--- config.mk ---
export PLATFORM = sky130hd
export DESIGN_NAME = line_follow_pid_drive_flat
export DESIGN_NICKNAME = d
export VERILOG_FILES = /design/src/rtl/lfpd_pkg.sv /design/src/rtl/lfpd_if.sv /design/src/rtl/lfpd_datapath.sv /design/src/rtl/lfpd_ctrl.sv /design/src/rtl/line_follow_pid_drive.sv /design/src/flat_wrapper.sv
export VERILOG_INCLUDE_DIRS = /design/src /design/src/rtl
export SDC_FILE = /design/constraint.sdc
export NUM_CORES = 2
export LEC_CHECK = 0
export ABC_AREA = 1
export BUFFER_PORTS_ARGS = -buffer_cell sky130_fd_sc_hd__buf_4
export CORE_ASPECT_RATIO = 2
export CORE_UTILIZATION = 45
export CTS_CLUSTER_SIZE = 10
export DETAILED_ROUTE_END_ITERATION = 8
export GPL_TIMING_DRIVEN = 0
export PLACE_DENSITY = 0.6
export SETUP_SLACK_MARGIN = 0.15
export SYNTH_ARGS = -nofsm -noshare
export SYNTH_HDL_FRONTEND = slang
export SYNTH_HIERARCHICAL = 1
export SYNTH_SLANG_ARGS = --single-unit
export TNS_END_PERCENT = 20
--- constraint.sdc ---
create_clock -name clock -period 12.6 [get_ports clock]
set_clock_uncertainty 0.15 [all_clocks]
set_input_delay 3.15 -clock clock [delete_from_list [all_inputs] [get_ports clock]]
set_output_delay 3.15 -clock clock [all_outputs]
set_load 0.1 [all_outputs]
--- src/rtl/line_follow_pid_drive_defines.svh ---
// Assertion helpers for the RTL (used by lfpd_ctrl).
`ifndef LINE_FOLLOW_PID_DRIVE_DEFINES_SVH
`define LINE_FOLLOW_PID_DRIVE_DEFINES_SVH

// Implication checked on every rising clock edge, not while in reset.
`define LFPD_ASSERT_IMP(label, clk, rst, ante, cons) \
   label: assert property (@(posedge clk) disable iff (rst) (ante) |-> (cons)) \
      else $error("assertion failed");

// Next-cycle implication checked on every rising clock edge, not while in reset.
`define LFPD_ASSERT_NEXT(label, clk, rst, ante, cons) \
   label: assert property (@(posedge clk) disable iff (rst) (ante) |=> (cons)) \
      else $error("assertion failed");

`endif

--- src/rtl/lfpd_pkg.sv ---
`default_nettype none
package lfpd_pkg;
   localparam logic [1:0] CMD_SAMPLE = 2'd0;
   localparam logic [1:0] CMD_SEC    = 2'd1;
   localparam logic [1:0] CMD_TENTH  = 2'd2;

   localparam logic [2:0] PH_WAIT = 3'd0;
   localparam logic [2:0] PH_HOLD = 3'd1;
   localparam logic [2:0] PH_OVER = 3'd2;
   localparam logic [2:0] PH_FIND = 3'd3;
   localparam logic [2:0] PH_TURN = 3'd4;
   localparam logic [2:0] PH_NAV  = 3'd5;

   localparam logic [2:0] DRV_NONE  = 3'd0;
   localparam logic [2:0] DRV_STOP  = 3'd1;
   localparam logic [2:0] DRV_FWD   = 3'd2;
   localparam logic [2:0] DRV_SRGT  = 3'd3;
   localparam logic [2:0] DRV_SLFT  = 3'd4;
   localparam logic [2:0] DRV_MLFT  = 3'd5;
   localparam logic [2:0] DRV_MRGT  = 3'd6;
   localparam logic [2:0] DRV_SPEED = 3'd7;

   localparam logic [2:0] REG_WHITE_L = 3'd0;
   localparam logic [2:0] REG_WHITE_R = 3'd1;
   localparam logic [2:0] REG_BLACK_L = 3'd2;
   localparam logic [2:0] REG_BLACK_R = 3'd3;
   localparam logic [2:0] REG_CRUISE  = 3'd4;
   localparam logic [2:0] REG_PERIOD  = 3'd5;
   localparam logic [2:0] REG_CAP     = 3'd6;
   localparam logic [2:0] REG_GAIN    = 3'd7;

   localparam logic [16:0] KP_Q8 = 17'd46925;
   localparam logic [16:0] KD_Q8 = 17'd26189;
   localparam logic [16:0] KI_Q8 = 17'd5;
   localparam int SumLimit  = 1000;
   localparam int CorrLimit = 15000;
   localparam int MinSpeed  = 5000;

   // controller -> datapath
   typedef struct packed {
      logic load;     // capture readings, start PID
      logic mul_p;
      logic mul_d;
      logic mul_i;
      logic scale;
      logic finish;   // form speeds
   } dp_cmd_type;

   typedef struct packed {
      logic white_seen;
      logic turn_side;
   } dp_stat_type;
endpackage
`default_nettype wire

--- src/rtl/lfpd_if.sv ---
`default_nettype none
interface lfpd_req_if;
   logic       valid;
   logic       ready;
   logic [1:0] cmd;
   logic [9:0] left_reading;
   logic [9:0] right_reading;
   modport source (output valid, cmd, left_reading, right_reading, input ready);
   modport sink (input valid, cmd, left_reading, right_reading, output ready);
endinterface

interface lfpd_rsp_if;
   logic        valid;
   logic        ready;
   logic [2:0]  drive_mode;
   logic [15:0] left_speed;
   logic [15:0] right_speed;
   logic [2:0]  phase;
   modport source (output valid, drive_mode, left_speed, right_speed, phase, input ready);
   modport sink (input valid, drive_mode, left_speed, right_speed, phase, output ready);
endinterface

interface lfpd_csr_if;
   logic        valid;
   logic        ready;
   logic [2:0]  index;
   logic [15:0] data;
   modport source (output valid, index, data, input ready);
   modport sink (input valid, index, data, output ready);
endinterface
`default_nettype wire

--- src/rtl/lfpd_datapath.sv ---
`default_nettype none
module lfpd_datapath (
   input  wire logic                 clock,
   input  wire logic                 reset,
   input  wire lfpd_pkg::dp_cmd_type cmd,
   input  wire logic [9:0]           left_in,
   input  wire logic [9:0]           right_in,
   input  wire logic [9:0]           white_left,
   input  wire logic [9:0]           white_right,
   input  wire logic [15:0]          cruise_speed,
   input  wire logic [15:0]          speed_limit,
   input  wire logic [15:0]          cap_speed,
   input  wire logic [15:0]          gain_scale,
   output lfpd_pkg::dp_stat_type     stat,
   output logic [15:0]               left_speed,
   output logic [15:0]               right_speed
);
   logic signed [10:0] last_error_ff, last_error_in;
   logic signed [10:0] error_sum_ff, error_sum_in;
   logic               turn_side_ff, turn_side_in;
   logic signed [10:0] p_ff;
   logic signed [11:0] d_ff;
   logic               white_ff;
   logic signed [35:0] acc_ff, acc_in;
   logic [13:0]        qcorr_ff;
   logic               neg_ff;

   logic signed [11:0] p_w, d_w, sum_w;
   logic signed [17:0] mul_a;
   logic signed [28:0] prod;
   logic [35:0]        mag;
   logic [51:0]        scaled;
   logic [35:0]        q;
   logic signed [17:0] corr, rsp, lsp, rcap, lcap;

   always_comb begin
      p_w = 12'(signed'({2'b00, right_in})) - 12'(signed'({2'b00, left_in}));
      d_w = p_w - 12'(last_error_ff);
      sum_w = 12'(error_sum_ff) + p_w;
      if (sum_w > 12'sd1000) sum_w = 12'sd1000;
      else if (sum_w < -12'sd1000) sum_w = -12'sd1000;

      // one shared multiplier: p, d, then integral
      if (cmd.mul_p) mul_a = 18'(p_ff);
      else if (cmd.mul_d) mul_a = 18'(d_ff);
      else mul_a = 18'(error_sum_ff);
      if (cmd.mul_p) prod = 29'(mul_a) * 29'(signed'({1'b0, lfpd_pkg::KP_Q8}));
      else if (cmd.mul_d) prod = 29'(mul_a) * 29'(signed'({1'b0, lfpd_pkg::KD_Q8}));
      else prod = 29'(mul_a) * 29'(signed'({1'b0, lfpd_pkg::KI_Q8}));

      acc_in = acc_ff;
      if (cmd.mul_p) acc_in = 36'(prod);
      else if (cmd.mul_d || cmd.mul_i) acc_in = acc_ff + 36'(prod);

      mag = acc_ff[35] ? 36'(-acc_ff) : 36'(acc_ff);
      scaled = 52'(mag[27:0]) * 52'(gain_scale);
      q = 36'(scaled >> 16);

      corr = neg_ff ? -18'(signed'({4'b0, qcorr_ff})) : 18'(signed'({4'b0, qcorr_ff}));
      rsp = 18'(signed'({2'b0, cruise_speed})) - corr;
      lsp = 18'(signed'({2'b0, cruise_speed})) + corr;
      rcap = (rsp > 18'(signed'({2'b0, speed_limit}))) ?
             18'(signed'({2'b0, cap_speed})) : rsp;
      lcap = (lsp > 18'(signed'({2'b0, speed_limit}))) ?
             18'(signed'({2'b0, cap_speed})) : lsp;
      if (rcap < 18'sd5000) rcap = 18'sd5000;
      if (lcap < 18'sd5000) lcap = 18'sd5000;

      last_error_in = last_error_ff;
      error_sum_in = error_sum_ff;
      turn_side_in = turn_side_ff;
      if (cmd.load) begin
         last_error_in = 11'(p_w);
         error_sum_in = 11'(sum_w);
      end
      if (cmd.finish) turn_side_in = !neg_ff || qcorr_ff == 14'd0;
   end

   always_ff @(posedge clock) begin
      if (reset) begin
         last_error_ff <= '0;
         error_sum_ff <= '0;
         turn_side_ff <= 1'b1;
      end else begin
         last_error_ff <= last_error_in;
         error_sum_ff <= error_sum_in;
         turn_side_ff <= turn_side_in;
      end
   end

   always_ff @(posedge clock) begin
      if (cmd.load) begin
         p_ff <= 11'(p_w);
         d_ff <= d_w;
         white_ff <= (17'(right_in) * 17'd100 <= 17'(white_right) * 17'd101) &&
                     (17'(left_in) * 17'd100 <= 17'(white_left) * 17'd101);
      end
      acc_ff <= acc_in;
      if (cmd.scale) begin
         neg_ff <= acc_ff[35];
         qcorr_ff <= (q > 36'(lfpd_pkg::CorrLimit)) ? 14'(lfpd_pkg::CorrLimit) : q[13:0];
      end
      if (cmd.finish) begin
         left_speed <= lcap[15:0];
         right_speed <= rcap[15:0];
      end
   end

   assign stat.white_seen = white_ff;
   assign stat.turn_side = turn_side_in;
endmodule
`default_nettype wire

--- src/rtl/lfpd_ctrl.sv ---
`default_nettype none
`include "line_follow_pid_drive_defines.svh"
module lfpd_ctrl (
   input  wire logic                  clock,
   input  wire logic                  reset,
   lfpd_req_if.sink                   req,
   lfpd_rsp_if.source                 rsp,
   input  wire logic [9:0]            black_left,
   input  wire logic [9:0]            black_right,
   input  wire lfpd_pkg::dp_stat_type stat,
   input  wire logic [15:0]           dp_left,
   input  wire logic [15:0]           dp_right,
   output lfpd_pkg::dp_cmd_type       cmd
);
   typedef enum logic [6:0] {
      ST_IDLE  = 7'b0000001,
      ST_MULP  = 7'b0000010,
      ST_MULD  = 7'b0000100,
      ST_MULI  = 7'b0001000,
      ST_SCALE = 7'b0010000,
      ST_FIN   = 7'b0100000,
      ST_OUT   = 7'b1000000
   } state_type;

   state_type   state_ff, state_in;
   logic [2:0]  phase_ff, phase_in, ret_ff, ret_in;
   logic [2:0]  sec_ff, sec_in, tenth_ff, tenth_in;
   logic [3:0]  lap_ff, lap_in;
   logic [1:0]  tick_ff, tick_in;
   logic [2:0]  flags_ff, flags_in;
   logic        rv_ff, rv_in, pid_ff, pid_in;
   logic [2:0]  drv_ff, drv_in;
   logic [15:0] ls_ff, rs_ff;
   logic        acc;
   logic [2:0]  fl;
   logic [1:0]  tk;

   assign req.ready = (state_ff == ST_IDLE) && !rv_ff;
   assign acc = req.valid && req.ready;
   assign rsp.valid = rv_ff;
   assign rsp.drive_mode = drv_ff;
   assign rsp.left_speed = ls_ff;
   assign rsp.right_speed = rs_ff;
   assign rsp.phase = phase_ff;

   always_comb begin
      state_in = state_ff;
      phase_in = phase_ff; ret_in = ret_ff; sec_in = sec_ff; tenth_in = tenth_ff;
      lap_in = lap_ff; tick_in = tick_ff; flags_in = flags_ff;
      rv_in = rv_ff; pid_in = pid_ff; drv_in = drv_ff;
      cmd = '0;
      fl = flags_ff;
      tk = tick_ff;
      if (rv_ff && rsp.ready) rv_in = 1'b0;
      case (state_ff)
         ST_IDLE: begin
            if (acc) begin
               if (req.cmd == lfpd_pkg::CMD_SAMPLE) begin
                  fl[0] = req.right_reading >= 10'd730 || req.left_reading >= 10'd780;
                  fl[1] = req.right_reading >= black_right && req.left_reading >= black_left;
                  fl[2] = req.right_reading < 10'd905 && req.left_reading >= 10'd900;
               end else if (req.cmd == lfpd_pkg::CMD_SEC) tk[0] = 1'b1;
               else if (req.cmd == lfpd_pkg::CMD_TENTH) tk[1] = 1'b1;
               drv_in = lfpd_pkg::DRV_NONE;
               pid_in = 1'b0;
               case (phase_ff)
                  lfpd_pkg::PH_WAIT: if (tk[0]) begin
                     tk[0] = 1'b0;
                     drv_in = lfpd_pkg::DRV_STOP;
                     if (sec_ff == 3'd2) begin phase_in = ret_ff; sec_in = '0; end
                     else sec_in = sec_ff + 3'd1;
                  end
                  lfpd_pkg::PH_HOLD: if (tk[0]) begin
                     tk[0] = 1'b0;
                     if (sec_ff == 3'd6) begin phase_in = ret_ff; sec_in = '0; end
                     else sec_in = sec_ff + 3'd1;
                  end
                  lfpd_pkg::PH_OVER: if (tk[1]) begin
                     tk[1] = 1'b0;
                     if (tenth_ff == 3'd5) begin
                        drv_in = lfpd_pkg::DRV_STOP;
                        phase_in = lfpd_pkg::PH_WAIT;
                        tenth_in = '0;
                     end else tenth_in = tenth_ff + 3'd1;
                  end
                  lfpd_pkg::PH_FIND: begin
                     drv_in = lfpd_pkg::DRV_FWD;
                     if (fl[0]) begin
                        phase_in = lfpd_pkg::PH_OVER;
                        ret_in = lfpd_pkg::PH_TURN;
                     end
                  end
                  lfpd_pkg::PH_TURN: begin
                     if (fl[1]) begin
                        fl[1] = 1'b0; fl[2] = 1'b0;
                        drv_in = lfpd_pkg::DRV_STOP;
                        phase_in = lfpd_pkg::PH_HOLD;
                        ret_in = lfpd_pkg::PH_NAV;
                     end else if (fl[2]) begin
                        fl[2] = 1'b0;
                        drv_in = lfpd_pkg::DRV_SLFT;
                     end else drv_in = lfpd_pkg::DRV_SRGT;
                  end
                  lfpd_pkg::PH_NAV: if (req.cmd == lfpd_pkg::CMD_SAMPLE) begin
                     if (tk[0]) begin
                        tk[0] = 1'b0;
                        if (lap_ff == 4'd14) begin
                           lap_in = '0;
                           phase_in = lfpd_pkg::PH_WAIT;
                           ret_in = lfpd_pkg::PH_NAV;
                        end else lap_in = lap_ff + 4'd1;
                     end
                     pid_in = 1'b1;
                  end
                  default: ;
               endcase
               flags_in = fl;
               tick_in = tk;
               if (pid_in) begin
                  cmd.load = 1'b1;
                  state_in = ST_MULP;
               end else state_in = ST_OUT;
            end
         end
         ST_MULP: begin cmd.mul_p = 1'b1; state_in = ST_MULD; end
         ST_MULD: begin cmd.mul_d = 1'b1; state_in = ST_MULI; end
         ST_MULI: begin cmd.mul_i = 1'b1; state_in = ST_SCALE; end
         ST_SCALE: begin cmd.scale = 1'b1; state_in = ST_FIN; end
         ST_FIN: begin
            cmd.finish = 1'b1;
            if (stat.white_seen)
               drv_in = stat.turn_side ? lfpd_pkg::DRV_MLFT : lfpd_pkg::DRV_MRGT;
            else drv_in = lfpd_pkg::DRV_SPEED;
            state_in = ST_OUT;
         end
         ST_OUT: begin rv_in = 1'b1; state_in = ST_IDLE; end
         default: state_in = ST_IDLE;
      endcase
   end

   always_ff @(posedge clock) begin
      if (reset) begin
         state_ff <= ST_IDLE;
         phase_ff <= lfpd_pkg::PH_WAIT;
         ret_ff <= lfpd_pkg::PH_FIND;
         sec_ff <= '0; tenth_ff <= '0; lap_ff <= '0; tick_ff <= '0; flags_ff <= '0;
         rv_ff <= 1'b0; pid_ff <= 1'b0; drv_ff <= lfpd_pkg::DRV_NONE;
      end else begin
         state_ff <= state_in;
         phase_ff <= phase_in; ret_ff <= ret_in; sec_ff <= sec_in; tenth_ff <= tenth_in;
         lap_ff <= lap_in; tick_ff <= tick_in; flags_ff <= flags_in;
         rv_ff <= rv_in; pid_ff <= pid_in; drv_ff <= drv_in;
      end
   end

   // speeds read zero unless the item's drive mode is DRV_SPEED
   always_ff @(posedge clock) begin
      if (state_ff == ST_OUT) begin
         ls_ff <= (drv_ff == lfpd_pkg::DRV_SPEED) ? dp_left : 16'd0;
         rs_ff <= (drv_ff == lfpd_pkg::DRV_SPEED) ? dp_right : 16'd0;
      end
   end

   `LFPD_ASSERT_IMP(a_onehot, clock, reset, 1'b1, $onehot(state_ff))
   `LFPD_ASSERT_NEXT(a_pid_seq, clock, reset, state_ff == ST_MULP, state_ff == ST_MULD)
   `LFPD_ASSERT_IMP(a_busy, clock, reset, state_ff != ST_IDLE, !req.ready)
   `LFPD_ASSERT_IMP(a_phase_ok, clock, reset, 1'b1, phase_ff <= lfpd_pkg::PH_NAV)
endmodule
`default_nettype wire

--- src/rtl/line_follow_pid_drive.sv ---
// channel | dir | payload
// req_ch  | in  | cmd, left_reading, right_reading
// rsp_ch  | out | drive_mode, left_speed, right_speed, phase
// csr_ch  | in  | index, data
// A navigate sample: rsp valid rises after the states MULP, MULD, MULI (one shared
// multiplier: three passes), SCALE, FIN and OUT; any other item: after OUT only.
// One item in flight: the next req is taken the cycle after the rsp transfer.
// Reset is synchronous; registers with a reset value take it at the next clock edge.
// rsp_ch stalls hold the result and keep req_ch ready low.
`default_nettype none
module line_follow_pid_drive (
   input wire logic   clock,
   input wire logic   reset,
   lfpd_req_if.sink   req_ch,
   lfpd_rsp_if.source rsp_ch,
   lfpd_csr_if.sink   csr_ch
);
   logic [9:0]  wl_ff, wr_ff, bl_ff, br_ff;
   logic [15:0] cruise_ff, period_ff, cap_ff, gain_ff;
   lfpd_pkg::dp_cmd_type  cmd;
   lfpd_pkg::dp_stat_type stat;
   logic [15:0] dl, dr;

   assign csr_ch.ready = 1'b1;

   always_ff @(posedge clock) begin
      if (reset) begin
         wl_ff <= '0; wr_ff <= '0; bl_ff <= 10'd1023; br_ff <= 10'd1023;
         cruise_ff <= 16'd20000; period_ff <= 16'd50000; cap_ff <= 16'd40000;
         gain_ff <= 16'd256;
      end else if (csr_ch.valid) begin
         case (csr_ch.index)
            lfpd_pkg::REG_WHITE_L: wl_ff <= csr_ch.data[9:0];
            lfpd_pkg::REG_WHITE_R: wr_ff <= csr_ch.data[9:0];
            lfpd_pkg::REG_BLACK_L: bl_ff <= csr_ch.data[9:0];
            lfpd_pkg::REG_BLACK_R: br_ff <= csr_ch.data[9:0];
            lfpd_pkg::REG_CRUISE:  cruise_ff <= csr_ch.data;
            lfpd_pkg::REG_PERIOD:  period_ff <= csr_ch.data;
            lfpd_pkg::REG_CAP:     cap_ff <= csr_ch.data;
            lfpd_pkg::REG_GAIN:    gain_ff <= csr_ch.data;
            default: ;
         endcase
      end
   end

   lfpd_datapath u_dp (
      .clock, .reset, .cmd,
      .left_in(req_ch.left_reading), .right_in(req_ch.right_reading),
      .white_left(wl_ff), .white_right(wr_ff), .cruise_speed(cruise_ff),
      .speed_limit(period_ff), .cap_speed(cap_ff), .gain_scale(gain_ff),
      .stat, .left_speed(dl), .right_speed(dr)
   );

   lfpd_ctrl u_ctrl (
      .clock, .reset, .req(req_ch), .rsp(rsp_ch), .black_left(bl_ff), .black_right(br_ff),
      .stat, .dp_left(dl), .dp_right(dr), .cmd
   );
endmodule
`default_nettype wire

--- src/flat_wrapper.sv ---
// flat-port wrapper written by rule: the top's interface ports become plain ports
module line_follow_pid_drive_flat 
  (clock, reset, req_ch_valid, req_ch_cmd, req_ch_left_reading, req_ch_right_reading, req_ch_ready, rsp_ch_valid, rsp_ch_drive_mode, rsp_ch_left_speed, rsp_ch_right_speed, rsp_ch_phase, rsp_ch_ready, csr_ch_valid, csr_ch_index, csr_ch_data, csr_ch_ready);
  lfpd_req_if req_ch_i ();
  lfpd_rsp_if rsp_ch_i ();
  lfpd_csr_if csr_ch_i ();
  input wire logic clock;
  input wire logic reset;
  input wire logic [$bits(req_ch_i.valid)-1:0] req_ch_valid;
  input wire logic [$bits(req_ch_i.cmd)-1:0] req_ch_cmd;
  input wire logic [$bits(req_ch_i.left_reading)-1:0] req_ch_left_reading;
  input wire logic [$bits(req_ch_i.right_reading)-1:0] req_ch_right_reading;
  output wire logic [$bits(req_ch_i.ready)-1:0] req_ch_ready;
  output wire logic [$bits(rsp_ch_i.valid)-1:0] rsp_ch_valid;
  output wire logic [$bits(rsp_ch_i.drive_mode)-1:0] rsp_ch_drive_mode;
  output wire logic [$bits(rsp_ch_i.left_speed)-1:0] rsp_ch_left_speed;
  output wire logic [$bits(rsp_ch_i.right_speed)-1:0] rsp_ch_right_speed;
  output wire logic [$bits(rsp_ch_i.phase)-1:0] rsp_ch_phase;
  input wire logic [$bits(rsp_ch_i.ready)-1:0] rsp_ch_ready;
  input wire logic [$bits(csr_ch_i.valid)-1:0] csr_ch_valid;
  input wire logic [$bits(csr_ch_i.index)-1:0] csr_ch_index;
  input wire logic [$bits(csr_ch_i.data)-1:0] csr_ch_data;
  output wire logic [$bits(csr_ch_i.ready)-1:0] csr_ch_ready;
  assign req_ch_i.valid = req_ch_valid;
  assign req_ch_i.cmd = req_ch_cmd;
  assign req_ch_i.left_reading = req_ch_left_reading;
  assign req_ch_i.right_reading = req_ch_right_reading;
  assign req_ch_ready = req_ch_i.ready;
  assign rsp_ch_valid = rsp_ch_i.valid;
  assign rsp_ch_drive_mode = rsp_ch_i.drive_mode;
  assign rsp_ch_left_speed = rsp_ch_i.left_speed;
  assign rsp_ch_right_speed = rsp_ch_i.right_speed;
  assign rsp_ch_phase = rsp_ch_i.phase;
  assign rsp_ch_i.ready = rsp_ch_ready;
  assign csr_ch_i.valid = csr_ch_valid;
  assign csr_ch_i.index = csr_ch_index;
  assign csr_ch_i.data = csr_ch_data;
  assign csr_ch_ready = csr_ch_i.ready;
  line_follow_pid_drive u_core (.clock(clock), .reset(reset), .req_ch(req_ch_i), .rsp_ch(rsp_ch_i), .csr_ch(csr_ch_i));
endmodule
==> impl_metrics.tcl <==
set metrics [dict create \
    io_buffers 85 \
    critPathRequiredTime_ps 12760 \
    cts_tree "built" \
    synth-adder-area-share_pct 39.2 \
    drt_first_pass_iters 7 \
    hold_viol 0 \
    post-route-drc-count 28 \
    postSynthCellCount 6392 \
    cts_buffers 37 \
    grtUsageTotal_pct 29.6 \
    slew_headroom_pct 16.8 \
    synth_compound_area_share_pct 8.64 \
    maxCapViolCount 0 \
    placed_area_um2 50800 \
    routed_wl_um 157000 \
    post_synth.cell_area_avg_um2 7.55 \
    yosysWarnings 6 \
    coreArea_um2 106000 \
    worst_slew_pin_slew_ps 1240 \
    synthXorXnorAreaFrac_pct 3.26 \
    status "finished, violations left" \
    peakVddDrop_mv 0.118 \
    place_hpwl_um 133000 \
    clock_sinks 298 \
    gr-total-overflow 0 \
    cts_buffer_depth 3 \
    syn2layout_area_growth_pct 7.61 \
    hold_path.class "reg2reg" \
    endpoint_kind "flip-flop" \
    fillers 10700 \
    hold_buffers 0 \
    critPathLaunchType "flip-flop" \
    p_leak_uw 0.0276 \
    synth_simple_gate_area_share_pct 21.5 \
    clkLatencyLatePin_ps 590 \
    gp_congestion 1.02 \
    cp.buffers_inverters 8 \
    synthMuxAreaShare_pct 0.0467 \
    setup_violations 0 \
    rows 169 \
    critPathMaxStageDelay_ps 710 \
    synthArstFlopShare_pct 0 \
    die_w_um 234 \
    yosysUniqueCellTypes 67 \
    cts_root_buf "clkbuf_16" \
    cp.arrival_ps 11700 \
    cts.clk_slew.worst_paths_ps 60 \
    cts-resized-gates 0 \
    period_minus_slack_ps 11540 \
    antenna_found_initial 3 \
    dp.cells 7862 \
    postRouteAntennaNets 0 \
    grt_setup_unrepaired "false" \
    path_class "reg2reg" \
    dieArea_um2 109000 \
    grt_pass1_wl_um 244000 \
    critical-path-top-delay-family "adder cells" \
    drt_iter0_markers 2221 \
    wl_per_cell_um 19.8 \
    htreeDepth 2 \
    synth_edf_count 139 \
    fin_area_um2 51900 \
    cp_common_cell "nand2_1" \
    fin_nets 7766 \
    path_max_fanout 31 \
    initial_core_util_pct 45.5 \
    syn_area_um2 48300 \
    post_cts_buffers 0 \
    boundaryPins 87 \
    ys_seq_elements 298 \
    grt_max_degree 38 \
    max_freq_ghz 0.0867 \
    final_common_cell "inv_1" \
    avgViaCountPerCell 5.33 \
    synth_top_family_by_area "adder cells" \
    critical-path-slowest-cell "a21oi_1" \
    drive_gt1_share_pct 5.35 \
    grt_pass1_vias 44900 \
    mostFrequentLayoutCells "inv_1 (1342), nand2_1 (1241), nor2_1 (676)" \
    violations "design-rule violations" \
    slew_viol_final 0 \
    fp.dieH_um 465 \
    fin_cells 7925 \
    seq_area_frac_synth_pct 15.2 \
    ys.flop_type "dfxtp_1" \
    hold_ws_ps 305 \
    num_vias 42200 \
    finalCritPeriodShare_pct 91.6 \
    powerDensity_nw_per_um2 68.8 \
]
registers in the layout, summed over array words and instances (netlist names), 4 cells and up:
register and flops:
u_core/u_ctrl/rsp.right_speed 16, u_core/br_ff 10, u_core/u_dp/error_sum_ff 11, u_core/u_dp/acc_ff 36, u_core/gain_ff 16, u_core/u_dp/left_speed 16
u_core/wr_ff 10, u_core/wl_ff 10, u_core/period_ff 16, u_core/cruise_ff 16, u_core/cap_ff 16, u_core/u_dp/qcorr_ff 14
u_core/bl_ff 10, u_core/u_dp/right_speed 16, u_core/u_dp/p_ff 11, u_core/u_ctrl/state_ff 7, u_core/u_dp/last_error_ff 11, u_core/u_ctrl/lap_ff 4
u_core/u_ctrl/rsp.left_speed 16, u_core/u_dp/d_ff 12
area by class of cell:
| cell class | count | area [um2] | area share (%) |
|---|---|---|---|
| plain buffers | 143 | 671 | 1.29 |
| clock inverters | 5 | 76.3 | 0.147 |
| inverters | 1375 | 5160 | 9.94 |
| flip-flops and latches | 298 | 7360 | 14.2 |
| well taps | 1368 | 1710 | 3.30 |
| diodes | 1 | 2.50 | 0.00482 |
| repair buffers | 99 | 810 | 1.56 |
| multi-input cells | 4578 | 35100 | 67.6 |
| clock buffers | 58 | 1010 | 1.95 |
power by group:
group	switching (uW)	internal, uW	leakage, uW	total (uW)
sequential	23.6	1050	0.00253	1070
combinational	1010	496	0.0245	1500
clock	444	557	0.000520	1000
total	1470	2100	0.0276	3570
kinds of logic after synthesis:
kind of cell	after synthesis
multiplexers	2
other	2
adder cells (fa/ha/maj)	1188
AND/OR/NAND/NOR	2457
buffers and inverters	1519
AO/OA/AOI/OAI	747
XOR/XNOR	179
flip-flops	298
cells in the mapped netlist (all sizes together) (2+ instances only):
| master | count | area, um2 |
|---|---|---|
| or2 | 36 | 225 |
| a211oi | 13 | 103 |
| nand2 | 1264 | 4820 |
| nand3b | 22 | 165 |
| a21oi | 360 | 1810 |
| inv | 1360 | 5100 |
| o2111ai | 2 | 17.5 |
| nand3 | 260 | 1350 |
| clkinv | 15 | 56.3 |
| o211ai | 20 | 150 |
| nand4 | 66 | 428 |
| nor3 | 56 | 323 |
| a31o | 4 | 35.0 |
| o41ai | 2 | 17.5 |
| xor2 | 129 | 1140 |
| nor4 | 22 | 138 |
| nor2 | 719 | 2820 |
| xnor2 | 50 | 438 |
| o21bai | 30 | 225 |
| edfxtp | 139 | 4170 |
| fa | 543 | 10900 |
| and2 | 4 | 25.0 |
| clkbuf | 85 | 319 |
| buf | 59 | 354 |
| a221oi | 6 | 52.6 |
| o21a | 13 | 97.6 |
| mux2 | 2 | 22.5 |
| dfxtp | 159 | 3180 |
| o31ai | 6 | 50.1 |
| a211o | 2 | 17.5 |
| o311ai | 2 | 17.5 |
| o221ai | 3 | 26.3 |
| a21boi | 6 | 45.1 |
| conb | 2 | 7.51 |
| a22oi | 2 | 15.0 |
| o22ai | 5 | 31.3 |
| o21ai | 231 | 1170 |
| ha | 645 | 8070 |
| and3 | 4 | 25.0 |
| a21o | 21 | 158 |
| a31oi | 17 | 106 |
worst register-to-register path, delay by kind of cell, from the launching register on:
kind / cells / cell delay (ps)
compound gates: 6 / 1520
xor+xnor: 1 / 240
fa+ha+maj: 8 / 3640
buf+inv: 8 / 1960
flops: 1 / 350
simple gates: 19 / 3400
layer usage:
metal,wire length [um],vias to the layer above,GRT usage (%)
li1,-,20200,-
met1,51400,20000,27.6
met2,82100,1265,55.1
met3,7000,691,4.03
met4,16600,6,26.4
met5,29,-,0
final timing paths:
check                             from                     end  slack, ps  cells past startpoint
min                    u_core/br_ff[2]         u_core/br_ff[2]        310                      2
max reg2reg  u_core/u_ctrl/state_ff[4]  u_core/u_dp/acc_ff[34]       1060                     42
max          u_core/u_ctrl/state_ff[4]  u_core/u_dp/acc_ff[34]       1060                     42
min reg2reg            u_core/br_ff[2]         u_core/br_ff[2]        310                      2
stage by stage:
stage / util [%] / setup slack (ps) / TNS (ps) / power (uW)
after floorplan: - / 2810 / 0 / 2120
after global placement: 47.7 / -597 / -2350 / 2540
after detailed placement: 47.9 / 773 / 0 / 2570
after CTS: 48.9 / 701 / 0 / 3590
after global routing: 48.9 / 388 / 0 / 3800
final: 48.9 / 1060 / 0 / 3570
No activity file was read; power rests on OpenSTA's default activity.
